File: src/erle_pkg.sv
// shared constants and types for the escape run-length expander
package erle_pkg;

    localparam int BYTE_W  = 8;
    localparam int COUNT_W = 4;
    localparam int REM_W   = 3;

    localparam logic [BYTE_W-1:0] ESC_CHAR   = 8'h2A;
    localparam logic [BYTE_W-1:0] DIGIT_ZERO = 8'h30;
    localparam logic [BYTE_W-1:0] DIGIT_ONE  = 8'h31;
    localparam logic [BYTE_W-1:0] DIGIT_NINE = 8'h39;

    typedef struct packed {
        logic               pass;
        logic               escape;
        logic [COUNT_W-1:0] copies;
    } class_t;

endpackage

File: src/erle_classify.sv
// byte classifier: pass-through, escape open, or repeat count from a digit
module erle_classify (
    input  logic [erle_pkg::BYTE_W-1:0] in_byte,
    input  logic                        pending,
    output erle_pkg::class_t            cls
);

    logic                         is_digit;
    logic [erle_pkg::BYTE_W-1:0]  digit_val;

    assign is_digit  = (in_byte >= erle_pkg::DIGIT_ONE) && (in_byte <= erle_pkg::DIGIT_NINE);
    assign digit_val = in_byte - erle_pkg::DIGIT_ZERO;

    always_comb begin
        cls.pass   = 1'b0;
        cls.escape = 1'b0;
        cls.copies = '0;
        if (pending) begin
            if (is_digit) begin
                cls.copies = digit_val[erle_pkg::COUNT_W-1:0] - erle_pkg::COUNT_W'(1);
            end
        end else if (in_byte == erle_pkg::ESC_CHAR) begin
            cls.escape = 1'b1;
        end else begin
            cls.pass = 1'b1;
        end
    end

endmodule

File: src/escape_run_length_expander.sv
// top level of the escape run-length expander
// A plain byte yields one output transfer. A '*' yields nothing. A digit d after it yields
// d-1 copies (at most eight) of the byte before the '*', one per cycle while the output is
// not stalled, from a single output register driven by a down-counter; the input is not
// ready until the run has drained. A byte marked tlast adds one terminator transfer
// (tdata 0, tuser 1) after its own results and returns the block to its reset state.
module escape_run_length_expander (
    input  logic       aclk,
    input  logic       aresetn,
    input  logic       s_tvalid,
    output logic       s_tready,
    input  logic [7:0] s_tdata,   // in_byte
    input  logic       s_tlast,   // final_byte
    output logic       m_tvalid,
    input  logic       m_tready,
    output logic [7:0] m_tdata,   // out_byte
    output logic       m_tlast,   // last_of_run
    output logic       m_tuser    // end_of_string
);

    localparam logic [1:0] ST_IDLE = 2'd0;
    localparam logic [1:0] ST_EMIT = 2'd1;
    localparam logic [1:0] ST_TERM = 2'd2;

    logic [1:0]                     state_reg, state_next;
    logic [erle_pkg::BYTE_W-1:0]    prev_reg, prev_next;
    logic                           pend_reg, pend_next;
    logic [erle_pkg::BYTE_W-1:0]    copy_reg, copy_next;
    logic [erle_pkg::REM_W-1:0]     cnt_reg, cnt_next;
    logic                           fin_reg, fin_next;
    logic                           ovalid_reg, ovalid_next;
    logic [erle_pkg::BYTE_W-1:0]    obyte_reg, obyte_next;
    logic                           olast_reg, olast_next;
    logic                           oeos_reg, oeos_next;

    erle_pkg::class_t cls;
    logic             out_free;
    logic             accept;

    erle_classify u_classify (
        .in_byte (s_tdata),
        .pending (pend_reg),
        .cls     (cls)
    );

    assign out_free = !ovalid_reg || m_tready;
    assign s_tready = (state_reg == ST_IDLE) && out_free;
    assign accept   = s_tvalid && s_tready;

    assign m_tvalid = ovalid_reg;
    assign m_tdata  = obyte_reg;
    assign m_tlast  = olast_reg;
    assign m_tuser  = oeos_reg;

    always_comb begin
        state_next  = state_reg;
        prev_next   = prev_reg;
        pend_next   = pend_reg;
        copy_next   = copy_reg;
        cnt_next    = cnt_reg;
        fin_next    = fin_reg;
        ovalid_next = ovalid_reg && !m_tready;
        obyte_next  = obyte_reg;
        olast_next  = olast_reg;
        oeos_next   = oeos_reg;
        unique case (state_reg)
            ST_IDLE: begin
                if (accept) begin
                    fin_next  = s_tlast;
                    copy_next = prev_reg;
                    if (cls.escape) begin
                        pend_next = 1'b1;
                    end else begin
                        pend_next = 1'b0;
                        prev_next = s_tdata;
                    end
                    if (cls.pass) begin
                        ovalid_next = 1'b1;
                        obyte_next  = s_tdata;
                        olast_next  = !s_tlast;
                        oeos_next   = 1'b0;
                        state_next  = s_tlast ? ST_TERM : ST_IDLE;
                    end else if (cls.copies != '0) begin
                        ovalid_next = 1'b1;
                        obyte_next  = prev_reg;
                        olast_next  = (cls.copies == erle_pkg::COUNT_W'(1)) && !s_tlast;
                        oeos_next   = 1'b0;
                        cnt_next    = erle_pkg::REM_W'(cls.copies - erle_pkg::COUNT_W'(1));
                        if (cls.copies != erle_pkg::COUNT_W'(1)) begin
                            state_next = ST_EMIT;
                        end else begin
                            state_next = s_tlast ? ST_TERM : ST_IDLE;
                        end
                    end else if (s_tlast) begin
                        ovalid_next = 1'b1;
                        obyte_next  = '0;
                        olast_next  = 1'b1;
                        oeos_next   = 1'b1;
                    end
                    if (s_tlast) begin
                        prev_next = '0;
                        pend_next = 1'b0;
                    end
                end
            end
            ST_EMIT: begin
                if (out_free) begin
                    ovalid_next = 1'b1;
                    obyte_next  = copy_reg;
                    olast_next  = (cnt_reg == erle_pkg::REM_W'(1)) && !fin_reg;
                    oeos_next   = 1'b0;
                    cnt_next    = cnt_reg - erle_pkg::REM_W'(1);
                    if (cnt_reg == erle_pkg::REM_W'(1)) begin
                        state_next = fin_reg ? ST_TERM : ST_IDLE;
                    end
                end
            end
            ST_TERM: begin
                if (out_free) begin
                    ovalid_next = 1'b1;
                    obyte_next  = '0;
                    olast_next  = 1'b1;
                    oeos_next   = 1'b1;
                    state_next  = ST_IDLE;
                end
            end
            default: begin
                state_next = ST_IDLE;
            end
        endcase
    end

    always_ff @(posedge aclk) begin
        if (!aresetn) begin
            state_reg  <= ST_IDLE;
            prev_reg   <= '0;
            pend_reg   <= 1'b0;
            ovalid_reg <= 1'b0;
            fin_reg    <= 1'b0;
        end else begin
            state_reg  <= state_next;
            prev_reg   <= prev_next;
            pend_reg   <= pend_next;
            ovalid_reg <= ovalid_next;
            fin_reg    <= fin_next;
        end
    end

    always_ff @(posedge aclk) begin
        copy_reg  <= copy_next;
        cnt_reg   <= cnt_next;
        obyte_reg <= obyte_next;
        olast_reg <= olast_next;
        oeos_reg  <= oeos_next;
    end

    // copy run never sits with an empty counter
    a_emit_count: assert property (@(posedge aclk) disable iff (!aresetn)
        (state_reg == ST_EMIT) |-> (cnt_reg != '0))
        else $error("copy counter empty while emitting");

    // terminator always closes the run
    a_term_last: assert property (@(posedge aclk) disable iff (!aresetn)
        (m_tvalid && m_tuser) |-> (m_tlast && (m_tdata == '0)))
        else $error("terminator without tlast or with data");

    // a final input clears the escape state
    a_final_clears: assert property (@(posedge aclk) disable iff (!aresetn)
        (accept && s_tlast) |=> (!pend_reg && (prev_reg == '0)))
        else $error("state not cleared after final transfer");

    // no input taken while a run or terminator is pending
    a_busy_stall: assert property (@(posedge aclk) disable iff (!aresetn)
        (state_reg != ST_IDLE) |-> !s_tready)
        else $error("input ready while busy");

endmodule

File: config.mk
export PLATFORM = sky130hd
export DESIGN_NAME = escape_run_length_expander
export DESIGN_NICKNAME = d
export VERILOG_FILES = /design/src/erle_pkg.sv /design/src/erle_classify.sv /design/src/escape_run_length_expander.sv
export SDC_FILE = /design/constraint.sdc
export NUM_CORES = 1
export LEC_CHECK = 0
export BUFFER_PORTS_ARGS = -buffer_cell sky130_fd_sc_hd__buf_4
export CORE_MARGIN = 3
export CORE_UTILIZATION = 55
export DETAILED_ROUTE_END_ITERATION = 10
export GPL_ROUTABILITY_DRIVEN = 0
export PLACE_DENSITY = 0.77
export REMOVE_ABC_BUFFERS = 1
export SLEW_MARGIN = 20
export SYNTH_ARGS = -nofsm -noshare
export SYNTH_HDL_FRONTEND = slang
export SYNTH_SLANG_ARGS = --single-unit
File: constraint.sdc
create_clock -name aclk -period 9.7 [get_ports aclk]
set_input_delay 0.97 -clock aclk [delete_from_list [all_inputs] [get_ports aclk]]
set_output_delay 0.97 -clock aclk [all_outputs]
set_load 0.03 [all_outputs]
Yosys cells after proc, flatten, opt, wreduce, memory -nomap -nowiden
Index checks and enable logic that the tools add are counted.
Word-level totals
  memory bits (read-only): 0
  output and inout port bits: 12
  memories: 0
  flip-flop bits (word level): 34
  bits in latches: 0
  RAM bits: 0
  bits of input ports: 13
  word-level logic and storage cells: 101
Operators by class
  div/mod/pow operators: 0
  muxes and demuxes: 49
  reduce and logical (&&, ||, !) cells: 21
  bitwise gates (word level): 0
  $lt $le $gt $ge: 2
  shift operators: 0
  multiply operators: 0
  eq/ne operators: 15
  add/sub/neg operators: 4
Operator list (count)
  $mux W8: 8
  $pmux W8 S3: 1
  $mux W2: 10
  $mux W1: 19
  $reduce_and A5 Y1: 3
  $mux W3: 4
  $ne A2 B2 Y1 const B: 6
  $eq A8 B6 Y1 const B: 1
  $ge A8 B6 Y1 const B: 1
  $le A8 B6 Y1 const B: 1
  $mux W4: 2
  $sub A4 B1 Y4 const B: 2
  $logic_and A1 B1 Y1: 6
  $pmux W1 S3: 2
  $pmux W2 S3: 1
  $pmux W3 S2: 1
  $sub A3 B1 Y3 const B: 2
  $eq A4 B1 Y1 const B: 1
  $logic_not A1 Y1: 4
  $ne A4 B1 Y1 const B: 1
  $ne A4 B3 Y1 const B: 1
  $reduce_bool A4 Y1: 1
  $eq A3 B1 Y1 const B: 1
  $ne A3 B2 Y1 const B: 1
  other kinds (11): 11

Logic depth before layout (Yosys ltp)
Gate-level depths: netlist of the first run.
  depth after elaboration: 10
  gate-level depth with buffers: 11
  mapped depth without buffers: 11

Cells and area by module
A second synthesis of the first run with hierarchy kept.
Second synthesis, totals
  cell total of the unflattened synthesis: 184
  area, all modules: 1894.3 um2
Modules (own cells, without submodules)
  escape_run_length_expander: instances 1, cells each 161, sequential area each 890.9 um2, area each 1725.4 um2
  erle_classify: instances 1, cells each 23, sequential area each 0.0 um2, area each 168.9 um2

Worst setup path before layout of the first run
Ideal clock, no wire load.
  path type: input -> register
  from: input s_tdata[0]
  to: register obyte_reg (netlist bit m_tdata[0]), enable pin
  path slack: 5.954 ns
  cell stages on the path: 10
  setup time: 0.397 ns
  required time: 9.303 ns
  arrival: 3.350 ns
  path buffers: 0
  cell sequence: inv_1 ha_1 nor2_1 o21ai_0 nand3_2 or2_2 ha_1 o21ai_4 nor2_2 a311oi_1
Between the ends
  cells in the longest elaborated chain, start to end: 7
  elaborated cells on any way between the ends: 13
  those cells by class: 2 x add/sub; 2 x order compare; 2 x eq/ne; 4 x mux; 3 x reduce/logical
Ends and longest elaborated chain
  from (decl): line escape_run_length_expander.sv:12  | input logic [7:0] s_tdata,
  $sub A4 B1 Y4, or another cell as far along: line erle_classify.sv:12  | assign digit_val = in_byte - erle_pkg::DIGIT_ZERO;
  $sub A4 B1 Y4 / $logic_and A1 B1 Y1 (equally long branches): line erle_classify.sv:20, erle_classify.sv:11
  $mux W4: line erle_classify.sv:19  | if (is_digit) begin
  $mux W4: line erle_classify.sv:18  | if (pending) begin
  $reduce_bool A4 Y1: line escape_run_length_expander.sv:83  | end else if (cls.copies != '0) begin
  $ne A4 B3 Y1 (no source line) (*)
  $reduce_and A5 Y1 (no source line) (*)
  to (signal assigned): line escape_run_length_expander.sv:152  | obyte_reg <= obyte_next;
  to (decl): line escape_run_length_expander.sv:32  | logic [erle_pkg::BYTE_W-1:0] obyte_reg, obyte_next;
Every way passes the cells marked *; elsewhere a longest branch is shown, timed or not.
A chain may end at the register's enable or synchronous reset.

Final worst setup path of the first run
  from: input s_tdata[0]
  to: register obyte_reg (netlist bit m_tdata[2]), enable pin
The elaborated chain is that of the path after synthesis.

==> impl_metrics.toml, run 1 <==
[synth]
syn_area_mm2 = 0.001809
syn_inst = 168
synth_seq_area_share_pct = 49.24
synth_cell_types = 48
synth-seq-cells = 34
synth_ff_type = "edfxtp_1"
yosys_warnings = 0
synth_edf_count = 21
avgSynthCellArea_um2 = 10.77
ys_async_sr_fraction_pct = 0

[pwr]
total_power_w = 0.0004172
powerDensity_mw_per_mm2 = 200.6
ir_drop_v = 0.00008555
leakagePower_nw = 0.8296

[layout]
multi_input_area_um2 = 847.1
drive_gt1_share_pct = 21.94
layout_common_cells = "buf_4 (25), edfxtp_1 (21), nand2_1 (13), dfxtp_1 (13), inv_1 (12)"
syn_to_final_growth_pct = 14.94
seqCellArea_um2 = 890.9
fin_nets = 219
antenna_cells = 0
final_common_cell = "buf_4"
fin_util_pct = 67.02
fillCellCount = 285

[die]
ioPinCount = 25
initial_utilization_pct = 58.31
dieArea_mm2 = 0.004014
die_w_um = 63.36
rows = 20
coreArea_mm2 = 0.003103
die_h_um = 63.36

[global_route]
grt_start_max_net_pins = 21
grt_pass1_wl_mm = 6.610
first_global_vias = 1356
overflow = 0
grtUsageTotal_pct = 20.61
grt_antenna_before_repair = 0

[clock_network]
root_buffer = "clkbuf_4"
cts.sinks = 34
clock_latency_ns = 0.33
cts-resized-gates = 0
clk_path_buf_depth = 2
cts_setup_buffers = 0
hold_buffers = 0
h-tree-depth = 2
numCtsBuffers = 5
cts_tree = "yes"
clkTransAtPathRegs_ns = 0.10

[detailed_routing]
wl_per_cell_um = 15.71
num_vias = 1400
drt-total-wl_mm = 3.770
drt-pass1-iter-count = 4
ant_nets = 0
vias_per_cell = 5.833
drtIter0Drc = 93
drc = 0

[worst_setup_path]
arrival_ns = 3.28
crit_type = "input pin to flip-flop"
critPathMaxFanout = 10
reg2reg_slack_ns = 7.17
worstPathBufferInverterCount = 3
worst_path_dominant_cell_family = "simple AND/OR/NAND/NOR gates"
slowest_stage = "or2_2"
crit_path_end_kind = "flip-flop"
cp-start-kind = "input pin"
critPathRequiredTime_ns = 9.75
cpPeakStageDelay_ns = 0.36
crit_chain = "buf_4 -> inv_1 -> ha_1 -> nor2_1 -> o21ai_0 -> nand3_2 -> or2_2 -> ha_1 -> o21ai_4 -> nor2_2 -> a311oi_1 -> buf_4"

[place]
io_buffers = 24
dpl.hpwl_mm = 2.838

[timing]
slew_headroom_pct = 56.08
rsz0062_at_grt = "no"
worst_slew_pin_slew_ns = 0.6588
max_freq_mhz = 308.9
fin_crit_ns = 3.237
finalHoldViolCount = 0
period_share_pct = 33.37
fin_tns_setup_ns = 0
fin_skew_ns = 0.008486
finalMaxSlewViolations = 0
setup_viol = 0

[status]
status = "completed"

[flow_run]
maxCapViolations = 0

[hold_path]
hp-class = "flip-flop to flip-flop"
-- logic make-up (layout without fill, tap and decap cells) --
group           after synthesis  after routing  synth area share [%]
simple gates                 52             52                 15.42
flops                        34             34                 49.24
mux                           2              2                 1.107
buf+inv                      17             45                 3.941
compound gates               50             50                 21.72
xor+xnor                      2              2                0.9684
fa+ha+maj                    11             11                 7.607
-- final cells by class --
| class | count | area share (%) |
|---|---|---|
| repair buffers | 25 | 9.025 |
| multi-input cells | 117 | 40.73 |
| inverters | 12 | 2.166 |
| flip-flops and latches | 34 | 42.84 |
| clock inverters | 3 | 0.7822 |
| clock buffers | 5 | 1.805 |
| well taps | 44 | 2.647 |
-- path summary, 6_finish.rpt --
check                            startpoint          end  cells past startpoint
worst max-delay path             s_tdata[0]   m_tdata[2]                     12
worst min-delay path            prev_reg[6]  copy_reg[6]                      0
worst max register to register     pend_reg   m_tdata[2]                      8
worst min register to register  prev_reg[6]  copy_reg[6]                      0
-- power breakdown --
group / total [W] / internal [W] / switching, W
clock network: 0.0000754 / 0.0000269 / 0.0000484
registers: 0.000197 / 0.000187 / 0.0000102
logic: 0.000145 / 0.0000526 / 0.0000919
total: 0.000417 / 0.000267 / 0.000151
-- synthesized netlist by cell type, drive strengths merged, types with 3 or more instances --
cell type	number	area share [%]
a31oi	3	1.0
nor3	3	1.1
and3	4	1.4
nor3b	3	1.5
nand2b	7	2.4
a221o	4	2.2
o21a	3	1.3
nand2	13	2.7
clkbuf	3	0.62
o21ai	4	1.9
nand3	6	1.9
ha	11	7.6
dfxtp	13	14
edfxtp	21	35
inv	12	2.5
a22oi	4	1.7
a21oi	12	3.5
a22o	8	3.9
nor2	10	2.2
-- per-layer routing --
layer | global-route usage, % | up-vias | share of wire [%]
met5 | 0 | - | 0
met2 | 31.68 | 48 | 48
li1 | - | 688 | -
met1 | 27.96 | 658 | 45
met4 | 6.199 | 0 | 1.2
met3 | 6.239 | 6 | 6.1
-- metrics by stage --
stage,hold WS [ns],worst slack [ns],std cells,cell area [µm²]
floorplan,0.4307,5.954,163,1783
detailed placement,0.4475,6.091,232,2026
global placement,0.4465,6.285,232,2026
CTS,0.4763,6.450,240,2079
finish,0.4792,6.463,240,2079
global route,0.4944,6.268,240,2079
(Power assumes the default switching activity.)
==> run 2, diff against run 1 <==
--- a/config.mk
+++ b/config.mk
@@ -7,10 +7,10 @@
 export LEC_CHECK = 0
 export BUFFER_PORTS_ARGS = -buffer_cell sky130_fd_sc_hd__buf_4
 export CORE_MARGIN = 3
-export CORE_UTILIZATION = 55
+export CORE_UTILIZATION = 51
 export DETAILED_ROUTE_END_ITERATION = 10
 export GPL_ROUTABILITY_DRIVEN = 0
-export PLACE_DENSITY = 0.77
+export PLACE_DENSITY = 0.75
 export REMOVE_ABC_BUFFERS = 1
 export SLEW_MARGIN = 20
 export SYNTH_ARGS = -nofsm -noshare
==> constraint.sdc (replaced) <==
create_clock -name aclk -period 2.95 [get_ports aclk]
set_input_delay 0.295 -clock aclk [delete_from_list [all_inputs] [get_ports aclk]]
set_output_delay 0.295 -clock aclk [all_outputs]
set_load 0.03 [all_outputs]
==> impl_metrics.toml, run 2 (same netlist as run 1, synthesis figures left out) <==
[detailed_routing]
num_vias = 1414
vias_per_cell = 5.843
drc = 0
drtIter0Drc = 98
wl_per_cell_um = 16.07
drt-pass1-iter-count = 4
drt-total-wl_mm = 3.890
ant_nets = 0

[clock_network]
clkTransAtPathRegs_ns = 0.10
hold_buffers = 0
clk_path_buf_depth = 2
cts_tree = "yes"
clock_latency_ns = 0.35
root_buffer = "clkbuf_4"
numCtsBuffers = 5
cts.sinks = 34
cts-resized-gates = 0
h-tree-depth = 2
cts_setup_buffers = 0

[worst_setup_path]
reg2reg_slack_ns = 0.45
crit_type = "input pin to flip-flop"
critPathRequiredTime_ns = 3.02
cp-start-kind = "input pin"
startpoint = "s_tdata[0]"
critPathMaxFanout = 10
r2r-end = "m_tdata[4]"
r2r.worst_path.cells = 8
r2r-start = "pend_reg"
arrival_ns = 2.61
crit_path_end_kind = "flip-flop"

[timing]
max_freq_mhz = 394.5
period_share_pct = 85.93
worst_slack_ns = 0.4150
fin_tns_setup_ns = 0
fin_crit_ns = 2.535
rsz0062_at_grt = "no"
finalMaxSlewViolations = 0
finalHoldViolCount = 0
worst_slew_pin_slew_ns = 0.6502
slew_headroom_pct = 56.66
fin_skew_ns = 0.003723
setup_viol = 0

[global_route]
met3_usage_pct = 4.103
use_met2_pct = 29.58
grtUsageTotal_pct = 20.01
grt_use_met1_pct = 27.13
grt_start_max_net_pins = 21
top_usage_layer = "met2"
grt_antenna_before_repair = 0
first_global_vias = 1351
grt_pass1_wl_mm = 6.341
overflow = 0

[flow_run]
maxCapViolations = 0

[status]
status = "completed"

[layout]
drive_gt1_share_pct = 22.45
fin_util_pct = 62.98
fillCellCount = 274
syn_to_final_growth_pct = 17.98
layout_common_cells = "buf_4 (25), edfxtp_1 (21), nand2_1 (13), dfxtp_1 (13), inv_1 (12)"
antenna_cells = 0
final_common_cell = "buf_4"
fin_nets = 219

[pwr]
ir_drop_v = 0.0005566
powerDensity_mw_per_mm2 = 731.4
total_power_w = 0.001561
leakagePower_nw = 0.8564

[die]
initial_utilization_pct = 53.38
coreArea_mm2 = 0.003390
rows = 21
die_h_um = 65.56
dieArea_mm2 = 0.004298
ioPinCount = 25
die_w_um = 65.56

[hold_path]
hp-class = "input pin to flip-flop"
whs_path_depth = 2
whs_endpoint = "prev_reg[5]"
hold_start = "s_tdata[5]"

[place]
dpl.hpwl_mm = 2.876
io_buffers = 24
dp_slack_ns = 0.07396
-- run 2: how the worst max path moves through the flow --
stage	endpoint	slack, ns
after floorplan	m_tdata[0]	-0.12
after global placement	m_tdata[4]	0.21
after detailed placement	m_tdata[4]	0.07
after CTS	m_tdata[2]	0.45
after global routing	m_tdata[1]	0.23
final	m_tdata[4]	0.42
-- run 2: layout make-up --
class | instances | area (µm²) | area share, %
clock buffers | 5 | 37.54 | 1.758
repair buffers | 25 | 187.7 | 8.792
flip-flops and latches | 34 | 890.9 | 41.73
multi-input cells | 117 | 847.1 | 39.68
inverters | 12 | 45.04 | 2.110
clock inverters | 3 | 68.82 | 3.224
well taps | 46 | 57.56 | 2.696
-- run 2: metal layers --
metal  routed length, µm  vias to the layer above  share of wire [%]
met4                  89                        0                2.3
li1                    -                      680                  -
met1                1712                      676                 44
met2                1861                       49                 48
met3                 227                        9                5.8
met5                   0                        -                  0
-- run 2: metrics by stage --
stage	instances	instance area, µm²	hold slack [ns]
6_report	242	2135	0.1876
3_3_place_gp	234	2028	0.4487
4_1_cts	242	2135	0.1801
3_5_place_dp	234	2028	0.4547
2_1_floorplan	163	1783	0.4232
5_1_grt	242	2135	0.1668
-- run 2: critical path: stages --
cell,delay [ns]
buf_4,0.13
inv_1,0.08
ha_1,0.26
nor2_1,0.07
o21ai_0,0.23
nand3_2,0.22
or2_2,0.35
ha_1,0.26
o21ai_4,0.14
nor2_2,0.08
a311oi_1,0.27
buf_4,0.22
-- run 2: power breakdown --
part           internal (W)  switching (W)
Clock              0.000265       0.000170
Combinational      0.000173       0.000301
Sequential         0.000615      0.0000363
